`src/rtl/can2a_pkg.sv`:
```
// shared types, character codes and helpers for the can frame text encoder
package can2a_pkg;

	localparam int unsigned IdW     = 29;
	localparam int unsigned PgnW    = 18;
	localparam int unsigned BcdDig  = 6;
	localparam int unsigned StepW   = $clog2(PgnW + 1);
	localparam int unsigned InDataW = 104;
	localparam logic [7:0]  Pdu2Min = 8'd239;
	localparam logic [3:0]  MaxBytes = 4'd8;

	localparam logic [7:0] CH_LBRACE = 8'h7B;
	localparam logic [7:0] CH_RBRACE = 8'h7D;
	localparam logic [7:0] CH_LBRK   = 8'h5B;
	localparam logic [7:0] CH_RBRK   = 8'h5D;
	localparam logic [7:0] CH_LPAR   = 8'h28;
	localparam logic [7:0] CH_RPAR   = 8'h29;
	localparam logic [7:0] CH_COMMA  = 8'h2C;
	localparam logic [7:0] CH_NL     = 8'h0A;
	localparam logic [7:0] CH_ZERO   = 8'h30;
	localparam logic [7:0] CH_S      = 8'h73;
	localparam logic [7:0] CH_T      = 8'h74;
	localparam logic [7:0] CH_D      = 8'h64;
	localparam logic [7:0] CH_E      = 8'h65;
	localparam logic [7:0] CH_X      = 8'h78;

	typedef enum logic [2:0] {
		SEL_LIT,
		SEL_ID,
		SEL_PGN,
		SEL_COUNT,
		SEL_DATA
	} char_sel_t;

	typedef struct packed {
		logic       load;
		logic       emit;
		char_sel_t  sel;
		logic [7:0] lit;
		logic [3:0] idx;
		logic       last;
	} ctrl_cmd_t;

	typedef struct packed {
		logic       in_ok;
		logic       is_ext;
		logic [2:0] id_top;
		logic [2:0] pgn_top;
		logic       bcd_done;
		logic [3:0] byte_count;
		logic       out_free;
	} dp_stat_t;

	function automatic logic [7:0] hex_char(input logic [3:0] v);
		logic [7:0] c;
		if (v < 4'd10) begin
			c = CH_ZERO + {4'd0, v};
		end else begin
			c = 8'h41 + {4'd0, v} - 8'd10;
		end
		return c;
	endfunction

endpackage

```
`src/rtl/can2a_dp.sv`:
```
// datapath: frame registers, pgn to decimal converter, character select, output register
module can2a_dp (
	input  logic                         clk,
	input  logic                         arst_n,
	input  logic [can2a_pkg::InDataW-1:0] s_tdata,
	input  logic [1:0]                   s_tuser,
	output logic [7:0]                   m_tdata,
	output logic                         m_tlast,
	output logic                         m_tvalid,
	input  logic                         m_tready,
	input  can2a_pkg::ctrl_cmd_t         cmd,
	output can2a_pkg::dp_stat_t          stat
);
	import can2a_pkg::*;

	logic [IdW-1:0]      id_q;
	logic                ext_q;
	logic [3:0]          count_q;
	logic [63:0]         data_q;
	logic [PgnW-1:0]     bin_q;
	logic [BcdDig*4-1:0] bcd_q;
	logic [StepW-1:0]    step_q;
	logic [7:0]          char_q;
	logic                last_q;
	logic                ov_q;

	logic [IdW-1:0]      in_id;
	logic [PgnW-1:0]     in_pgn;
	logic [BcdDig*4-1:0] bcd_adj;
	logic [3:0]          dig;
	logic [31:0]         id32;
	logic [7:0]          byte_sel;
	logic [3:0]          nib;
	logic [7:0]          char_d;
	logic [2:0]          pgn_top;

	assign in_id = s_tdata[IdW-1:0];

	// pdu1 clears the pdu-specific byte
	always_comb begin
		if (in_id[23:16] > Pdu2Min) begin
			in_pgn = {in_id[25:24], in_id[23:16], in_id[15:8]};
		end else begin
			in_pgn = {in_id[25:24], in_id[23:16], 8'd0};
		end
	end

	// add-3 correction on each bcd digit before the shift
	always_comb begin
		for (int i = 0; i < BcdDig; i++) begin
			if (bcd_q[i*4 +: 4] >= 4'd5) begin
				bcd_adj[i*4 +: 4] = bcd_q[i*4 +: 4] + 4'd3;
			end else begin
				bcd_adj[i*4 +: 4] = bcd_q[i*4 +: 4];
			end
		end
	end

	// highest nonzero decimal digit, zero prints as one digit
	always_comb begin
		pgn_top = 3'd0;
		for (int i = 0; i < BcdDig; i++) begin
			if (bcd_q[i*4 +: 4] != 4'd0) begin
				pgn_top = i[2:0];
			end
		end
	end

	always_ff @(posedge clk or negedge arst_n) begin
		if (!arst_n) begin
			step_q <= '0;
		end else if (cmd.load) begin
			step_q <= StepW'(PgnW);
		end else if (step_q != '0) begin
			step_q <= step_q - StepW'(1);
		end
	end

	always_ff @(posedge clk) begin
		if (cmd.load) begin
			id_q    <= in_id;
			ext_q   <= s_tuser[0];
			count_q <= s_tdata[IdW+3:IdW];
			data_q  <= s_tdata[IdW+67:IdW+4];
			bin_q   <= in_pgn;
			bcd_q   <= '0;
		end else if (step_q != '0) begin
			{bcd_q, bin_q} <= {bcd_adj[BcdDig*4-2:0], bin_q, 1'b0};
		end
	end

	assign id32 = {{(32-IdW){1'b0}}, id_q};
	assign byte_sel = data_q[cmd.idx[3:1]*8 +: 8];

	always_comb begin
		if (cmd.idx[2:0] < 3'(BcdDig)) begin
			dig = bcd_q[cmd.idx[2:0]*4 +: 4];
		end else begin
			dig = 4'd0;
		end
	end

	always_comb begin
		nib = 4'd0;
		unique case (cmd.sel)
			SEL_LIT: begin
				char_d = cmd.lit;
			end
			SEL_ID: begin
				nib    = id32[cmd.idx[2:0]*4 +: 4];
				char_d = hex_char(nib);
			end
			SEL_PGN: begin
				char_d = CH_ZERO + {4'd0, dig};
			end
			SEL_COUNT: begin
				char_d = CH_ZERO + {4'd0, count_q};
			end
			SEL_DATA: begin
				nib    = cmd.idx[0] ? byte_sel[7:4] : byte_sel[3:0];
				char_d = hex_char(nib);
			end
			default: begin
				char_d = cmd.lit;
			end
		endcase
	end

	always_ff @(posedge clk or negedge arst_n) begin
		if (!arst_n) begin
			ov_q <= 1'b0;
		end else if (cmd.emit) begin
			ov_q <= 1'b1;
		end else if (m_tready) begin
			ov_q <= 1'b0;
		end
	end

	always_ff @(posedge clk) begin
		if (cmd.emit) begin
			char_q <= char_d;
			last_q <= cmd.last;
		end
	end

	assign m_tdata  = char_q;
	assign m_tlast  = last_q;
	assign m_tvalid = ov_q;

	always_comb begin
		stat.in_ok      = !s_tuser[1] && (s_tdata[IdW+3:IdW] <= MaxBytes);
		stat.is_ext     = ext_q;
		stat.id_top     = ext_q ? 3'd7 : ((id_q[15:12] != 4'd0) ? 3'd3 : 3'd2);
		stat.pgn_top    = pgn_top;
		stat.bcd_done   = (step_q == '0);
		stat.byte_count = count_q;
		stat.out_free   = !ov_q || m_tready;
	end

endmodule

```
`src/rtl/can2a_ctrl.sv`:
```
// controller: sequences the characters of one line
module can2a_ctrl (
	input  logic                 clk,
	input  logic                 arst_n,
	input  logic                 s_tvalid,
	output logic                 s_tready,
	input  can2a_pkg::dp_stat_t  stat,
	output can2a_pkg::ctrl_cmd_t cmd
);
	import can2a_pkg::*;

	typedef enum logic [15:0] {
		ST_IDLE   = 16'h0001,
		ST_OPEN   = 16'h0002,
		ST_TAG    = 16'h0004,
		ST_COMMA1 = 16'h0008,
		ST_ID     = 16'h0010,
		ST_LPAR   = 16'h0020,
		ST_PGN    = 16'h0040,
		ST_RPAR   = 16'h0080,
		ST_COMMA2 = 16'h0100,
		ST_COUNT  = 16'h0200,
		ST_COMMA3 = 16'h0400,
		ST_LBRK   = 16'h0800,
		ST_BYTE   = 16'h1000,
		ST_RBRK   = 16'h2000,
		ST_RBRACE = 16'h4000,
		ST_NL     = 16'h8000
	} state_t;

	state_t     state_q, state_d;
	logic [3:0] cnt_q, cnt_d;
	logic [3:0] bidx_q, bidx_d;
	logic       go;

	assign go = stat.out_free;
	assign s_tready = (state_q == ST_IDLE);

	always_comb begin
		state_d  = state_q;
		cnt_d    = cnt_q;
		bidx_d   = bidx_q;
		cmd      = '0;
		cmd.sel  = SEL_LIT;
		unique case (state_q)
			ST_IDLE: begin
				if (s_tvalid) begin
					cmd.load = 1'b1;
					if (stat.in_ok) begin
						state_d = ST_OPEN;
					end
				end
			end
			ST_OPEN: begin
				cmd.lit = CH_LBRACE;
				if (go) begin
					cmd.emit = 1'b1;
					cnt_d    = 4'd0;
					state_d  = ST_TAG;
				end
			end
			ST_TAG: begin
				case (cnt_q[1:0])
					2'd0:    cmd.lit = stat.is_ext ? CH_E : CH_S;
					2'd1:    cmd.lit = stat.is_ext ? CH_X : CH_T;
					default: cmd.lit = stat.is_ext ? CH_T : CH_D;
				endcase
				if (go) begin
					cmd.emit = 1'b1;
					cnt_d    = cnt_q + 4'd1;
					if (cnt_q == 4'd2) begin
						state_d = ST_COMMA1;
					end
				end
			end
			ST_COMMA1: begin
				cmd.lit = CH_COMMA;
				if (go) begin
					cmd.emit = 1'b1;
					cnt_d    = {1'b0, stat.id_top};
					state_d  = ST_ID;
				end
			end
			ST_ID: begin
				cmd.sel = SEL_ID;
				cmd.idx = cnt_q;
				if (go) begin
					cmd.emit = 1'b1;
					cnt_d    = cnt_q - 4'd1;
					if (cnt_q == 4'd0) begin
						state_d = stat.is_ext ? ST_LPAR : ST_COMMA2;
					end
				end
			end
			ST_LPAR: begin
				cmd.lit = CH_LPAR;
				// digit count is known only once the conversion has finished
				if (go && stat.bcd_done) begin
					cmd.emit = 1'b1;
					cnt_d    = {1'b0, stat.pgn_top};
					state_d  = ST_PGN;
				end
			end
			ST_PGN: begin
				cmd.sel = SEL_PGN;
				cmd.idx = cnt_q;
				if (go) begin
					cmd.emit = 1'b1;
					cnt_d    = cnt_q - 4'd1;
					if (cnt_q == 4'd0) begin
						state_d = ST_RPAR;
					end
				end
			end
			ST_RPAR: begin
				cmd.lit = CH_RPAR;
				if (go) begin
					cmd.emit = 1'b1;
					state_d  = ST_COMMA2;
				end
			end
			ST_COMMA2: begin
				cmd.lit = CH_COMMA;
				if (go) begin
					cmd.emit = 1'b1;
					state_d  = ST_COUNT;
				end
			end
			ST_COUNT: begin
				cmd.sel = SEL_COUNT;
				if (go) begin
					cmd.emit = 1'b1;
					state_d  = ST_COMMA3;
				end
			end
			ST_COMMA3: begin
				cmd.lit = CH_COMMA;
				if (go) begin
					cmd.emit = 1'b1;
					state_d  = ST_LBRK;
				end
			end
			ST_LBRK: begin
				cmd.lit = CH_LBRK;
				if (go) begin
					cmd.emit = 1'b1;
					cnt_d    = 4'd0;
					bidx_d   = 4'd0;
					state_d  = (stat.byte_count == 4'd0) ? ST_RBRK : ST_BYTE;
				end
			end
			ST_BYTE: begin
				// phase 0 high nibble, 1 low nibble, 2 separator
				if (cnt_q == 4'd2) begin
					cmd.lit = CH_COMMA;
				end else begin
					cmd.sel = SEL_DATA;
					cmd.idx = {bidx_q[2:0], (cnt_q == 4'd0)};
				end
				if (go) begin
					cmd.emit = 1'b1;
					if (cnt_q == 4'd0) begin
						cnt_d = 4'd1;
					end else if (cnt_q == 4'd1) begin
						if ((bidx_q + 4'd1) < stat.byte_count) begin
							cnt_d = 4'd2;
						end else begin
							state_d = ST_RBRK;
						end
					end else begin
						cnt_d  = 4'd0;
						bidx_d = bidx_q + 4'd1;
					end
				end
			end
			ST_RBRK: begin
				cmd.lit = CH_RBRK;
				if (go) begin
					cmd.emit = 1'b1;
					state_d  = ST_RBRACE;
				end
			end
			ST_RBRACE: begin
				cmd.lit = CH_RBRACE;
				if (go) begin
					cmd.emit = 1'b1;
					state_d  = ST_NL;
				end
			end
			ST_NL: begin
				cmd.lit  = CH_NL;
				cmd.last = 1'b1;
				if (go) begin
					cmd.emit = 1'b1;
					state_d  = ST_IDLE;
				end
			end
			default: begin
				state_d = ST_IDLE;
			end
		endcase
	end

	always_ff @(posedge clk or negedge arst_n) begin
		if (!arst_n) begin
			state_q <= ST_IDLE;
			cnt_q   <= 4'd0;
			bidx_q  <= 4'd0;
		end else begin
			state_q <= state_d;
			cnt_q   <= cnt_d;
			bidx_q  <= bidx_d;
		end
	end

`ifndef SYNTHESIS
	a_emit_free: assert property (@(posedge clk) disable iff (!arst_n)
		cmd.emit |-> stat.out_free)
		else $error("character loaded into a full output register");
	a_pgn_ready: assert property (@(posedge clk) disable iff (!arst_n)
		(state_q == ST_PGN) |-> stat.bcd_done)
		else $error("decimal digits used before conversion finished");
	a_load_idle: assert property (@(posedge clk) disable iff (!arst_n)
		cmd.load |=> (state_q == ST_IDLE || state_q == ST_OPEN))
		else $error("frame load left the controller in a wrong state");
	a_last_nl: assert property (@(posedge clk) disable iff (!arst_n)
		(cmd.emit && cmd.last) |=> (state_q == ST_IDLE))
		else $error("line end not followed by idle");
`endif

endmodule

```
`src/rtl/can_frame_to_ascii_encoder_top.sv`:
```
// top level of the can frame to ascii line encoder
//
// input channel s_*: one received frame per item. s_tuser holds the frame
// kind (0 standard, 1 extended); s_tdata holds identifier, byte count and
// the eight payload bytes. output channel m_*: one ascii character per item,
// m_tlast set on the closing newline.
// a frame is taken only while the controller is idle, in the cycle after the
// previous line's newline has been loaded into the output register. a frame
// of invalid kind or with more than eight bytes is taken as well but
// gives no output.
// a valid frame gives 15 to 51 characters, one per cycle into the output
// register while m_tready stays high and the '(' does not wait; the first
// character is valid once the controller has left idle and loaded '{' into
// the output register. the pgn of an extended frame goes through an 18-step
// shift-and-add-3 converter started when the frame is taken; the '('
// character waits for it.
// m_tready low holds the output register and stops the controller; nothing
// is lost. reset empties the output register and returns the controller to
// idle; the frame registers need no reset.
module can_frame_to_ascii_encoder_top (
	input  logic                          clk,
	input  logic                          arst_n,
	input  logic                          s_tvalid,
	output logic                          s_tready,
	// identifier[28:0], byte_count[32:29], data0..data7 from bit 33 up, zero fill
	input  logic [can2a_pkg::InDataW-1:0] s_tdata,
	// frame_kind[1:0]
	input  logic [1:0]                    s_tuser,
	output logic                          m_tvalid,
	input  logic                          m_tready,
	// text_char[7:0]
	output logic [7:0]                    m_tdata,
	output logic                          m_tlast
);
	import can2a_pkg::*;

	ctrl_cmd_t cmd;
	dp_stat_t  stat;

	can2a_ctrl u_ctrl (
		.clk      (clk),
		.arst_n   (arst_n),
		.s_tvalid (s_tvalid),
		.s_tready (s_tready),
		.stat     (stat),
		.cmd      (cmd)
	);

	can2a_dp u_dp (
		.clk      (clk),
		.arst_n   (arst_n),
		.s_tdata  (s_tdata),
		.s_tuser  (s_tuser),
		.m_tdata  (m_tdata),
		.m_tlast  (m_tlast),
		.m_tvalid (m_tvalid),
		.m_tready (m_tready),
		.cmd      (cmd),
		.stat     (stat)
	);

endmodule
```
`config.mk`:
```
export PLATFORM = sky130hd
export DESIGN_NAME = can_frame_to_ascii_encoder_top
export DESIGN_NICKNAME = d
export VERILOG_FILES = /design/src/rtl/can2a_pkg.sv /design/src/rtl/can2a_dp.sv /design/src/rtl/can2a_ctrl.sv /design/src/rtl/can_frame_to_ascii_encoder_top.sv
export SDC_FILE = /design/constraint.sdc
export NUM_CORES = 1
export LEC_CHECK = 0
export BUFFER_PORTS_ARGS = -buffer_cell sky130_fd_sc_hd__buf_2
export CAP_MARGIN = 10
export CORE_MARGIN = 2
export CORE_UTILIZATION = 35
export DETAILED_ROUTE_END_ITERATION = 16
export HOLD_SLACK_MARGIN = 0.15
export SYNTH_ARGS = -nofsm -noshare
export SYNTH_HDL_FRONTEND = slang
export SYNTH_SLANG_ARGS = --single-unit
```
`constraint.sdc`:
```
create_clock -name clk -period 10.8 [get_ports clk]
set_input_delay 2.7 -clock clk [delete_from_list [all_inputs] [get_ports clk]]
set_output_delay 2.7 -clock clk [all_outputs]
set_load 0.05 [all_outputs]
```
# ---- After elaboration in Yosys (flattened, before gate mapping)
# Index checks and enable logic that the tools add are counted.
# Widths: inputs -> output; s select.
dict set report word_totals {
  output_inout_bits 11
  ff_bits 179
  elab_cells 204
  memories 0
  ram_bits 0
  latchBits 0
  mem_bits_ro 0
}
dict set report classes {
  add_sub_neg 18
  order_cmp 12
  mul 0
  n_eq_ne 50
  shifts 3
  n_mux 81
  n_bitwise 0
  div_mod_pow 0
  reduce_logical 27
}
# operator count
set op_table {}
lappend op_table {{$mux 16} 23}
lappend op_table {{$pmux 16 s16} 1}
lappend op_table {{$mux 4} 21}
lappend op_table {{$pmux 8 s10} 1}
lappend op_table {{$shiftx 64x7->8} 1}
lappend op_table {{$ne 2x1->1 const B} 22}
lappend op_table {{$mux 18} 2}
lappend op_table {{$pmux 8 s4} 1}
lappend op_table {{$shiftx 32x6->4} 1}
lappend op_table {{$add 6x4->7 const A} 4}
lappend op_table {{$ge 4x3->1 const B} 6}
lappend op_table {{$mux 8} 3}
lappend op_table {{$pmux 4 s6} 1}
lappend op_table {{$reduce_bool 4->1} 6}
lappend op_table {{$shiftx 24x6->4} 1}
lappend op_table {{$reduce_and 23->1} 1}
lappend op_table {{$add 4x2->4 const B} 5}
lappend op_table {{$mux 5} 4}
lappend op_table {{$add 7x4->8 const A} 2}
lappend op_table {{$eq 16x1->1 const B} 1}
lappend op_table {{$eq 16x10->1 const B} 1}
lappend op_table {{$eq 16x11->1 const B} 1}
lappend op_table {{$eq 16x12->1 const B} 1}
lappend op_table {{$eq 16x13->1 const B} 1}
lappend op_table {{other kinds (53)} 80}

# ---- Depth between registers and ports, before layout
# Gate-level depths: netlist (run 1).
dict set report logic_depth {
  word_depth 9
  mapped_depth 20
  depth_no_buf 15
}

# ---- By module
# Synthesis (run 1) repeated with hierarchy kept, for this count alone.
dict set report hier_totals {
  hier_cells 808
  area_unflattened_um2 9340.2
}
# mod area_each_um2 seq_area_each_um2 instances cells_each
set by_module_without_submodules {}
lappend by_module_without_submodules {can2a_dp 7128.1 4384.2 1 543}
lappend by_module_without_submodules {can2a_ctrl 2212.1 601.8 1 265}

# ---- Worst setup path after synthesis (run 1)
# No wires, ideal clock.
dict set report synth_timing {
  path_type {reg2reg}
  start {reg u_ctrl.state_q[8]}
  end {reg u_dp.count_q[0] (enable)}
  required_time_ns 10.299
  synth_period_minus_slack_ns 6.576
  t_arrival_ns 6.075
  path_buffers 3
  setup_slack_ns 4.224
  stages_incl_launch_ff 10
  cell_sequence {dfrtp_1 > buf_2 > or3_1 > nor3_1 > nand2_1 > nor3b_1 > nand2_1 > inv_1 > clkbuf_1 > clkbuf_1}
}
# element line
set synth_lines {}
lappend synth_lines {{start: declaration} can2a_ctrl.sv:31} ;# state_t state_q, state_d;
lappend synth_lines {{start signal: assignment} can2a_ctrl.sv:210} ;# state_q <= state_d;
lappend synth_lines {{end signal: assignment} can2a_dp.sv:83} ;# count_q <= s_tdata[IdW+3:IdW];
lappend synth_lines {{end: declaration} can2a_dp.sv:18} ;# logic [3:0] count_q;

# ---- Worst setup path in the final report (run 1)
dict set report layout_timing {
  start {reg u_ctrl.state_q[8]}
  end {out s_tready}
}
dict set report layout_via {
  elab_chain_len 1
}
# element line
set layout_lines {}
lappend layout_lines {{$eq 16x1->1} can2a_ctrl.sv:37} ;# assign s_tready = (state_q == ST_IDLE);
lappend layout_lines {{end: declaration} can_frame_to_ascii_encoder_top.sv:24} ;# output logic s_tready,
# Every way passes these cells.

==> results of run 1 <==
-- through the flow --
| stage | util [%] | cells | hold slack (ns) |
|---|---|---|---|
| 4_1_cts | 40.8 | 1305 | 0.519 |
| 3_5_place_dp | 38.5 | 1273 | 0.501 |
| 3_3_place_gp | 38.5 | 1273 | 0.494 |
| 2_1_floorplan | - | 858 | 0.461 |
| 6_report | 40.8 | 1306 | 0.517 |
| 5_1_grt | 40.8 | 1306 | 0.539 |
-- worst max-delay path: stages, from the launching register on --
cell	delay, ns
dfrtp_1	0.46
or3_1	0.47
nor3_1	0.25
nand2_1	0.11
nor3b_1	0.58
buf_2	0.38
-- flip-flops by register name, summed over array words and instances, names as in the netlist --
register and flops:
u_dp.data_q 64, u_dp.count_q 4, u_ctrl.cnt_q 4, u_dp.bcd_q 24
u_dp.m_tvalid 1, u_dp.ext_q 1, u_ctrl.state_q 16, u_dp.m_tlast 1
u_dp.id_q 29, u_dp.step_q 5, u_dp.bin_q 18, u_dp.m_tdata 7
u_ctrl.bidx_q 4
-- area by class of cell --
type / instances / share of cell area [%]
Timing Repair Buffer: 122 / 6.01
Multi-Input combinational cell: 614 / 36.7
Inverter: 24 / 0.876
Clock buffer: 18 / 4.06
Clock inverter: 14 / 1.49
Tap cell: 335 / 3.96
Antenna cell: 1 / 0.0237
Sequential cell: 178 / 46.9
-- Yosys cell counts (7+ instances only) --
| master | count |
|---|---|
| nand2_1 | 130 |
| edfxtp_1 | 124 |
| nor2_1 | 67 |
| a21oi_1 | 62 |
| o21ai_0 | 43 |
| mux2i_1 | 31 |
| dfrtp_1 | 29 |
| dfxtp_1 | 24 |
| ha_1 | 24 |
| inv_1 | 24 |
| nand3_1 | 21 |
| nand2b_1 | 18 |
| clkbuf_1 | 16 |
| nor3b_1 | 14 |
| xnor2_1 | 14 |
| buf_2 | 13 |
| o21ai_1 | 13 |
| nor3_1 | 11 |
| a22o_1 | 10 |
| a211oi_1 | 9 |
| and2_1 | 9 |
| mux2_2 | 9 |
| nor2b_1 | 8 |
| nor4_1 | 8 |
| buf_6 | 7 |
-- cells by family (layout without fill, tap and decap cells) --
logic type | after synthesis | after routing | synth area share [%]
compound gates | 195 | 195 | 14.1
xor+xnor | 16 | 16 | 1.53
fa+ha+maj | 24 | 24 | 3.27
buf+inv | 66 | 178 | 3.92
flops | 178 | 178 | 53.9
mux | 46 | 46 | 5.22
other cells | 1 | 2 | 0.0408
simple gates | 332 | 332 | 18.0
-- per-layer routing --
metal / track usage (%) / routed length, microns / vias up
met5: 0 / 0 / -
met4: 4.39 / 241 / 0
met3: 3.34 / 1090 / 17
met2: 25.2 / 10300 / 168
met1: 23.0 / 10600 / 3238
li1: - / - / 3337
-- cells in the final DEF (no fill, tap or decap), types with 17 or more instances in the layout --
cell       netlist  layout
nand2b_1        18      18
a21oi_1         62      62
buf_2           13     112
nand2_1        130     130
mux2i_1         31      31
edfxtp_1       124     124
clkbuf_16        0      17
dfrtp_1         29      29
dfxtp_1         24      24
inv_1           24      23
nand3_1         21      21
ha_1            24      24
o21ai_0         43      43
nor2_1          67      66
-- report_power, final --
part           internal, uW  leakage, uW  total, uW  switching, uW
combinational           303      0.00231        853            551
sequential              976      0.00178       1100            126
clock                   311     0.000288        612            301
-- final timing paths --
check	startpoint	to	depth (start not counted)	slack [ns]
worst max-delay path	u_ctrl.state_q[8]$_DFFE_PN0P_	s_tready	5	5.41
worst min-delay path	u_dp.step_q[4]$_DFFE_PN0P_	u_dp.step_q[4]$_DFFE_PN0P_	2	0.52
worst max register to register	u_ctrl.state_q[13]$_DFFE_PN0P_	u_dp.m_tdata[2]$_DFFE_PP_	14	6.29
worst min register to register	u_dp.step_q[4]$_DFFE_PN0P_	u_dp.step_q[4]$_DFFE_PN0P_	2	0.52
max in group asynchronous	arst_n	u_dp.m_tvalid$_DFFE_PN0P_	1	8.02
min in group asynchronous	arst_n	u_ctrl.bidx_q[2]$_DFFE_PN0P_	1	2.32
==> metrics.md, run 1 <==
| Metric | Value |
|---|---|
| Setup WS post-layout | 5.41 ns |
| Synth top area share | roughly 41% |
| Tot GR Track Use | 16.2% |
| Max_cap viols | 0 |
| Worst EP arrival | between 2 and 3 ns |
| Area of the multi-input gates | approximately 3900 sq um |
| CTS tree | done |
| Post-Syn Area per Cell | 10.7 sq um |
| Initial antenna violation count | 1 |
| Slew @ Worst Pin | 0.965 ns |
| Final net count | 1,091 |
| Total CTS buffers | 17 |
| Drt drc | 0 |
| H-tree levels | 4 |
| Core ar. | approximately 26,000 sq um |
| Fmax | 186 MHz |
| Post-Syn Instances | 858 |
| Clock-pin slew on the worst setup and hold paths | 0.07 ns |
| Via density | 5.18 |
| Number of flops mapped to enable cells by yosys | 124 |
| Async set-reset flop share out of synthesis | approximately 17% |
| Final WL | 22,300 microns |
| Top FF cell, synth | edfxtp_1 |
| Top Ports | 121 |
| Overall power | 2570 uW |
| WL/cell | 17.1 microns |
| Tightest Hold Check Type | flop to flop |
| Critical path launch point type | flop |
| Root Buffer | clkbuf_16 |
| Layout filler cell count | 2,514 |
| Fin crit share | about half |
| Crit end category | output port |
| Final Hold Viols | 0 |
| Syn Nets | between 900 and 1,000 |
| Leakage power | 0.00438 uW |
| Top cells by area, synth | edfxtp_1, dfrtp_1, nand2_1 |
| Yosys Warn Count | 0 |
| Routed vias | 6,760 |
| Clk Latency, worst-skew pair | around 0.44 ns |
| Clock Path Buffers | 2 |
| Grt total ovfl | 0 |
| Crit path max fanout | 8 |
| Setup bufs post-CTS | 0 |
| Synthesized flop and latch total | 178 |
| Final ANT Viol Nets | 0 |
| CTS sink count | 178 |
| Post_cts resized | 0 |
| RSZ-0062 raised after global routing | no |
| Cell Pwr Density | 243 nW/um^2 |
| Max-slew violation count | 0 |
| Pin count of the biggest net entering global routing | 76 |
| Total area of sequential cells | 4960 sq um |
| Critical path class | flop to output port |
| Data required, critical path | around 8 ns |
| Syn Std Cell Area | 9190 sq um |
| Global-route wire length before repair | about 35,000 microns |
| Register area share after synthesis | approximately 54% |
| Relative slew slack | 35.7% |
| Yosys cell types | a little over 80 |
| Starting Density | 35.5% |
| Setup WS pre-CTS | 5.83 ns |
| TNS Setup | 0 ns |
| Final setup violating endpoints | 0 |
| Area after DPL | 9990 sq um |
| Min Tclk post-route | approximately 5.4 ns |
| DRT iter0 DRCs | 492 |
| Worst Clk Skew | 0.0164 ns |
| Post-DP HPWL | 15,700 microns |
| Die X | 166 microns |
| Die H | between 150 and 200 microns |
| Final Cell Area | 10,600 sq um |
| Layout cell share with drive strength beyond 1 | 20.0% |
| Number of global-route vias before repair | about 6,500 |
| DR pass1 iterations | 4 |
| Die Footprint | between 20,000 and 30,000 sq um |
| GP Congestion | 0.896 |
| Cell taking the most area after synthesis | edfxtp_1 |
| Status | finished clean |
| Post-CTS Hold Fix Bufs | 0 |
| Max VDD drop | 0.000159 V |
| Row Count | 59 |
| I/O Buffers | ~110 |
| Synthesis-to-finish area growth | 15.1% |
No activity file was read; power rests on OpenSTA's default activity.
==> run 2: changes to the inputs <==
clock period = 4.64 ns   (was 10.8 ns; I/O delays follow)
==> metrics.md, run 2 (synthesis gave the netlist of run 1 again) <==
| Metric | Value |
|---|---|
| Via density | about 5.2 |
| Ant diodes | 0 |
| Fin crit share | 91.1% |
| Tightest Hold Check Type | flop to flop |
| CTS sink count | 178 |
| Crit path max fanout | 10 |
| Post_cts resized | 0 |
| Final WL | 22,800 microns |
| Clock-pin slew on the worst setup and hold paths | 0.08 ns |
| Clock Path Buffers | 2 |
| Slew @ Worst Pin | around 0.91 ns |
| Final ANT Viol Nets | 0 |
| Leakage power | 0.00451 uW |
| Pin count of the biggest net entering global routing | 40 |
| Tot GR Track Use | 16.7% |
| Cell Pwr Density | ~570 nW/um^2 |
| GP Congestion | 0.892 |
| WL met3 | 1050 microns |
| RSZ-0062 raised after global routing | no |
| Crit end category | flop |
| Overall power | a little over 6000 uW |
| Drt drc | 0 |
| Commonest cells after routing, fill and taps aside | nand2_1, edfxtp_1, buf_2 |
| Die Footprint | 27,600 sq um |
| DR pass1 iterations | 7 |
| Synthesis-to-finish area growth | 17.8% |
| Max FFs per register | 64 |
| Biggest regs | u_dp.data_q (64), u_dp.id_q (29), u_dp.bcd_q (24) |
| H-tree levels | 4 |
| Layout cell share with drive strength beyond 1 | 21.8% |
| Final Hold Viols | 0 |
| Core ar. | 25,900 sq um |
| Row Count | 59 |
| Uppermost routed layer | met5 |
| Global-route wire length before repair | about 36,000 microns |
| Critical path launch point type | flop |
| Min Tclk post-route | approximately 4.2 ns |
| Reg2reg setup slack | a little over 0.4 ns |
| Total area of sequential cells | ~5000 sq um |
| Layout filler cell count | 2,485 |
| Initial antenna violation count | 1 |
| Setup WS pre-CTS | around 0.49 ns |
| Max VDD drop | 0.000371 V |
| Root Buffer | clkbuf_16 |
| WL/cell | 17.2 microns |
| TNS Setup | 0 ns |
| Die X | 166 microns |
| Relative slew slack | 38.4% |
| Total CTS buffers | 17 |
| Commonest non-fill, non-tap cell in the layout | nand2_1 |
| Worst EP arrival | 4.38 ns |
| Clk Latency, worst-skew pair | 0.44 ns |
| Data required, critical path | between 4 and 5 ns |
| CTS tree | done |
| Setup WS post-layout | 0.411 ns |
| DRT iter0 DRCs | 522 |
| Routed vias | 6,899 |
| Status | finished clean |
| Max-slew violation count | 0 |
| Grt total ovfl | 0 |
| Starting Density | between 30% and 40% |
| Post-CTS Hold Fix Bufs | 0 |
| Area of the multi-input gates | 3880 sq um |
| Number of global-route vias before repair | between 6,000 and 7,000 |
| Die H | 166 microns |
| Post-DP HPWL | between 15,000 and 20,000 microns |
| Register bank with the most flops | u_dp.data_q |
| I/O Buffers | 112 |
| Final setup violating endpoints | 0 |
| Setup bufs post-CTS | 0 |
| Max_cap viols | 0 |
| Met2 wire len | ~11,000 microns |
| Met1 wire length | between 10,000 and 15,000 microns |
| Critical path class | flop to flop |
| Top Ports | 121 |
| Utilization after layout | 41.8% |
| Worst Clk Skew | 0.0114 ns |
| Fmax | 236 MHz |
| Final net count | 1,112 |
==> run 2: cell types whose count changed in the layout (fill, tap and decap cells not counted), sizes merged <==
| cell | change |
|---|---|
| clkbuf | -1 |
| clkinv | -1 |
| bufinv | +2 |
| diode | -1 |
| buf | +21 |
==> run 2: layout make-up <==
class | instances | share of cell area [%]
multi-input combinational | 614 | 35.9
tap | 335 | 3.87
clock inverter | 15 | 1.98
sequential | 178 | 45.8
clock buffer | 17 | 3.93
inverter | 24 | 0.856
timing repair buffer | 143 | 7.68
==> run 2: metal layers <==
metal / up-vias / GRT usage [%]
met5: - / 0
met4: 2 / 4.80
met3: 21 / 3.55
met2: 164 / 26.8
met1: 3331 / 23.0
li1: 3381 / -
==> run 2: worst max-delay path: stages, from the launching register on <==
cell       delay, ns
dfrtp_1         0.56
inv_1           0.16
ha_1            0.22
nor3b_1         0.16
nor2_1          0.19
nand3_1         0.13
o21ai_0         0.76
buf_4           0.29
a31oi_1         0.09
o21ai_1         0.13
nand3_2         0.19
ha_1            0.28
o21ai_2         0.13
nand2_1         0.09
a2111oi_0       0.40
o21ai_1         0.19
==> run 2: metrics by stage <==
step                std cells  hold slack [ns]  instance area [sq um]
floorplan                 858            0.461                   9190
global placement         1294            0.495                  10200
detailed placement       1294            0.502                  10200
CTS                      1326            0.513                  10800
global route             1326            0.550                  10800
finish                   1326            0.514                  10800
==> run 2: path summary, 6_finish.rpt <==
path,startpoint,end,depth (start not counted)
max in group asynchronous,arst_n,u_ctrl.state_q[9]$_DFFE_PN0P_,1
worst max register to register,u_ctrl.cnt_q[0]$_DFFE_PN0P_,u_dp.m_tdata[4]$_DFFE_PP_,15
worst max-delay path,u_ctrl.cnt_q[0]$_DFFE_PN0P_,u_dp.m_tdata[4]$_DFFE_PP_,15
worst min register to register,u_dp.bin_q[17]$_DFFE_PP_,u_dp.bcd_q[0]$_SDFFE_PP0P_,2
worst min-delay path,u_dp.bin_q[17]$_DFFE_PP_,u_dp.bcd_q[0]$_SDFFE_PP0P_,2
min in group asynchronous,arst_n,u_ctrl.bidx_q[0]$_DFFE_PN0P_,1
==> run 2: power by group <==
group	internal, uW	switching (uW)
registers	2270	301
logic	777	1300
clock network	834	711
==> run 3: changes to the inputs <==
PLACE_DENSITY = 0.65   (was default)
==> metrics.md, run 3 (synthesis gave the netlist of run 1 again) <==
| Metric | Value |
|---|---|
| Status | finished clean |
| Top Ports | 121 |
| H-tree levels | 4 |
| Clock Path Buffers | 2 |
| Global-route wire length before repair | 35,700 microns |
| Leakage power | 0.00446 uW |
| Synthesis-to-finish area growth | 16.7% |
| Max FFs per register | 64 |
| Layout cell share with drive strength beyond 1 | a little over a fifth |
| Root Buffer | clkbuf_16 |
| Cell Pwr Density | 561 nW/um^2 |
| WL/cell | 17.0 microns |
| GP Congestion | between 0.8 and 0.9 |
| DR pass1 iterations | 5 |
| Fmax | 233 MHz |
| Commonest cells after routing, fill and taps aside | nand2_1, edfxtp_1, buf_2 |
| Data required, critical path | approximately 4.8 ns |
| Critical path launch point type | flop |
| Total CTS buffers | 17 |
| Via density | 5.21 |
| Area after DPL | 10,100 sq um |
| Crit path max fanout | 14 |
| Utilization after layout | 41.4% |
| I/O Buffers | 112 |
| Starting Density | between 30% and 40% |
| Grt total ovfl | 0 |
| RSZ-0062 raised after global routing | no |
| Number of global-route vias before repair | between 6,000 and 7,000 |
| Tot GR Track Use | 16.3% |
| Tightest Hold Check Type | flop to flop |
| Clock-pin slew on the worst setup and hold paths | 0.07 ns |
| Initial antenna violation count | 1 |
| Routed vias | slightly below 7,000 |
| Final WL | 22,400 microns |
| DRT iter0 DRCs | 522 |
| Final setup violating endpoints | 0 |
| Final Cell Area | 10,700 sq um |
| Min Tclk post-route | ~4.3 ns |
| Register bank with the most flops | u_dp.data_q |
| Max-slew violation count | 0 |
| Biggest regs | u_dp.data_q (64), u_dp.id_q (29), u_dp.bcd_q (24) |
| Pin count of the biggest net entering global routing | 51 |
| Setup bufs post-CTS | 0 |
| Max_cap viols | 0 |
| Final Hold Viols | 0 |
| Slew @ Worst Pin | 0.900 ns |
| Drt drc | 0 |
| Row Count | around 60 |
| Relative slew slack | 38.5% |
| Post-DP HPWL | 16,300 microns |
| Final net count | 1,108 |
| Worst Clk Skew | 0.0118 ns |
| Post-CTS Hold Fix Bufs | 0 |
| Max VDD drop | 0.000279 V |
| Commonest non-fill, non-tap cell in the layout | nand2_1 |
| Clk Latency, worst-skew pair | about 0.44 ns |
| Crit end category | flop |
| Worst EP arrival | 4.44 ns |
| Critical path class | flop to flop |
| Die X | 166 microns |
| CTS sink count | 178 |
| CTS tree | done |
| Fin crit share | 92.5% |
| Die H | 166 microns |
| Die Footprint | 27,600 sq um |
| Core ar. | 25,900 sq um |
| Final ANT Viol Nets | 0 |
| TNS Setup | 0 ns |
-- run 3: changes by cell type in the layout (fill, tap and decap cells not counted), sizes merged --
cell	change
clkinvlp	+1
diode	+1
bufinv	-2
buf	-5
a22oi	+1
-- run 3: metrics by stage --
stage	instances	setup slack, ns	power [uW]	hold WS (ns)
final	1322	0.349	6020	0.516
after global routing	1322	0.166	6410	0.554
after CTS	1320	0.275	6030	0.515
after detailed placement	1289	0.289	4630	0.502
after global placement	1289	0.449	4570	0.493
after floorplan	858	0.160	4050	0.461
-- run 3: worst paths after layout --
check | from | endpoint | slack [ns] | cells past startpoint
max in group asynchronous | arst_n | u_ctrl.state_q[5]$_DFFE_PN0P_ | 3.41 | 1
min in group asynchronous | arst_n | u_ctrl.bidx_q[0]$_DFFE_PN0P_ | 0.76 | 1
worst max register to register | u_ctrl.cnt_q[1]$_DFFE_PN0P_ | u_dp.m_tdata[4]$_DFFE_PP_ | 0.35 | 14
worst min-delay path | u_dp.step_q[4]$_DFFE_PN0P_ | u_dp.step_q[4]$_DFFE_PN0P_ | 0.52 | 2
worst min register to register | u_dp.step_q[4]$_DFFE_PN0P_ | u_dp.step_q[4]$_DFFE_PN0P_ | 0.52 | 2
worst max-delay path | u_ctrl.cnt_q[1]$_DFFE_PN0P_ | u_dp.m_tdata[4]$_DFFE_PP_ | 0.35 | 14
-- run 3: area by class of cell --
| type | count | area (sq um) |
|---|---|---|
| antenna | 1 | 2.50 |
| clock buffer | 17 | 425 |
| clock inverter | 14 | 138 |
| fill | 2482 | 15200 |
| inverter | 24 | 92.6 |
| multi-input combinational | 615 | 3900 |
| sequential | 178 | 4960 |
| tap | 335 | 419 |
| timing repair buffer | 138 | 793 |
-- run 3: per-layer routing --
layer  up-vias  global-route usage (%)  part of all wire [%]
li1       3375                       -                     -
met1      3302                    22.4                    47
met2       185                    25.9                    46
met3        27                    3.62                   5.5
met4         0                    4.99                   1.6
met5         -                       0                     0
-- run 3: where the power goes --
group	total [uW]	internal (uW)	switching [uW]
sequential	2540	2270	269
combinational	2090	754	1330
clock	1390	711	684
total	6020	3730	2290
-- run 3: worst max-delay path, stage by stage (launching register included) --
cell and delay [ns]:
dfrtp_1 0.53, inv_1 0.17, ha_1 0.32, or3b_2 0.55, nor4_1 0.25, a32oi_2 0.22, buf_4 0.29, mux2i_1 0.14
a21oi_1 0.16, a21oi_1 0.15, ha_1 0.27, o21ai_2 0.13, nand2_1 0.09, a2111oi_0 0.52, o21ai_1 0.22
-- run 3: what timing repair did --
item	CTS	global route
resized for setup	0	1
endpoints found under the setup margin	0	2
endpoints found under the hold margin	0	0
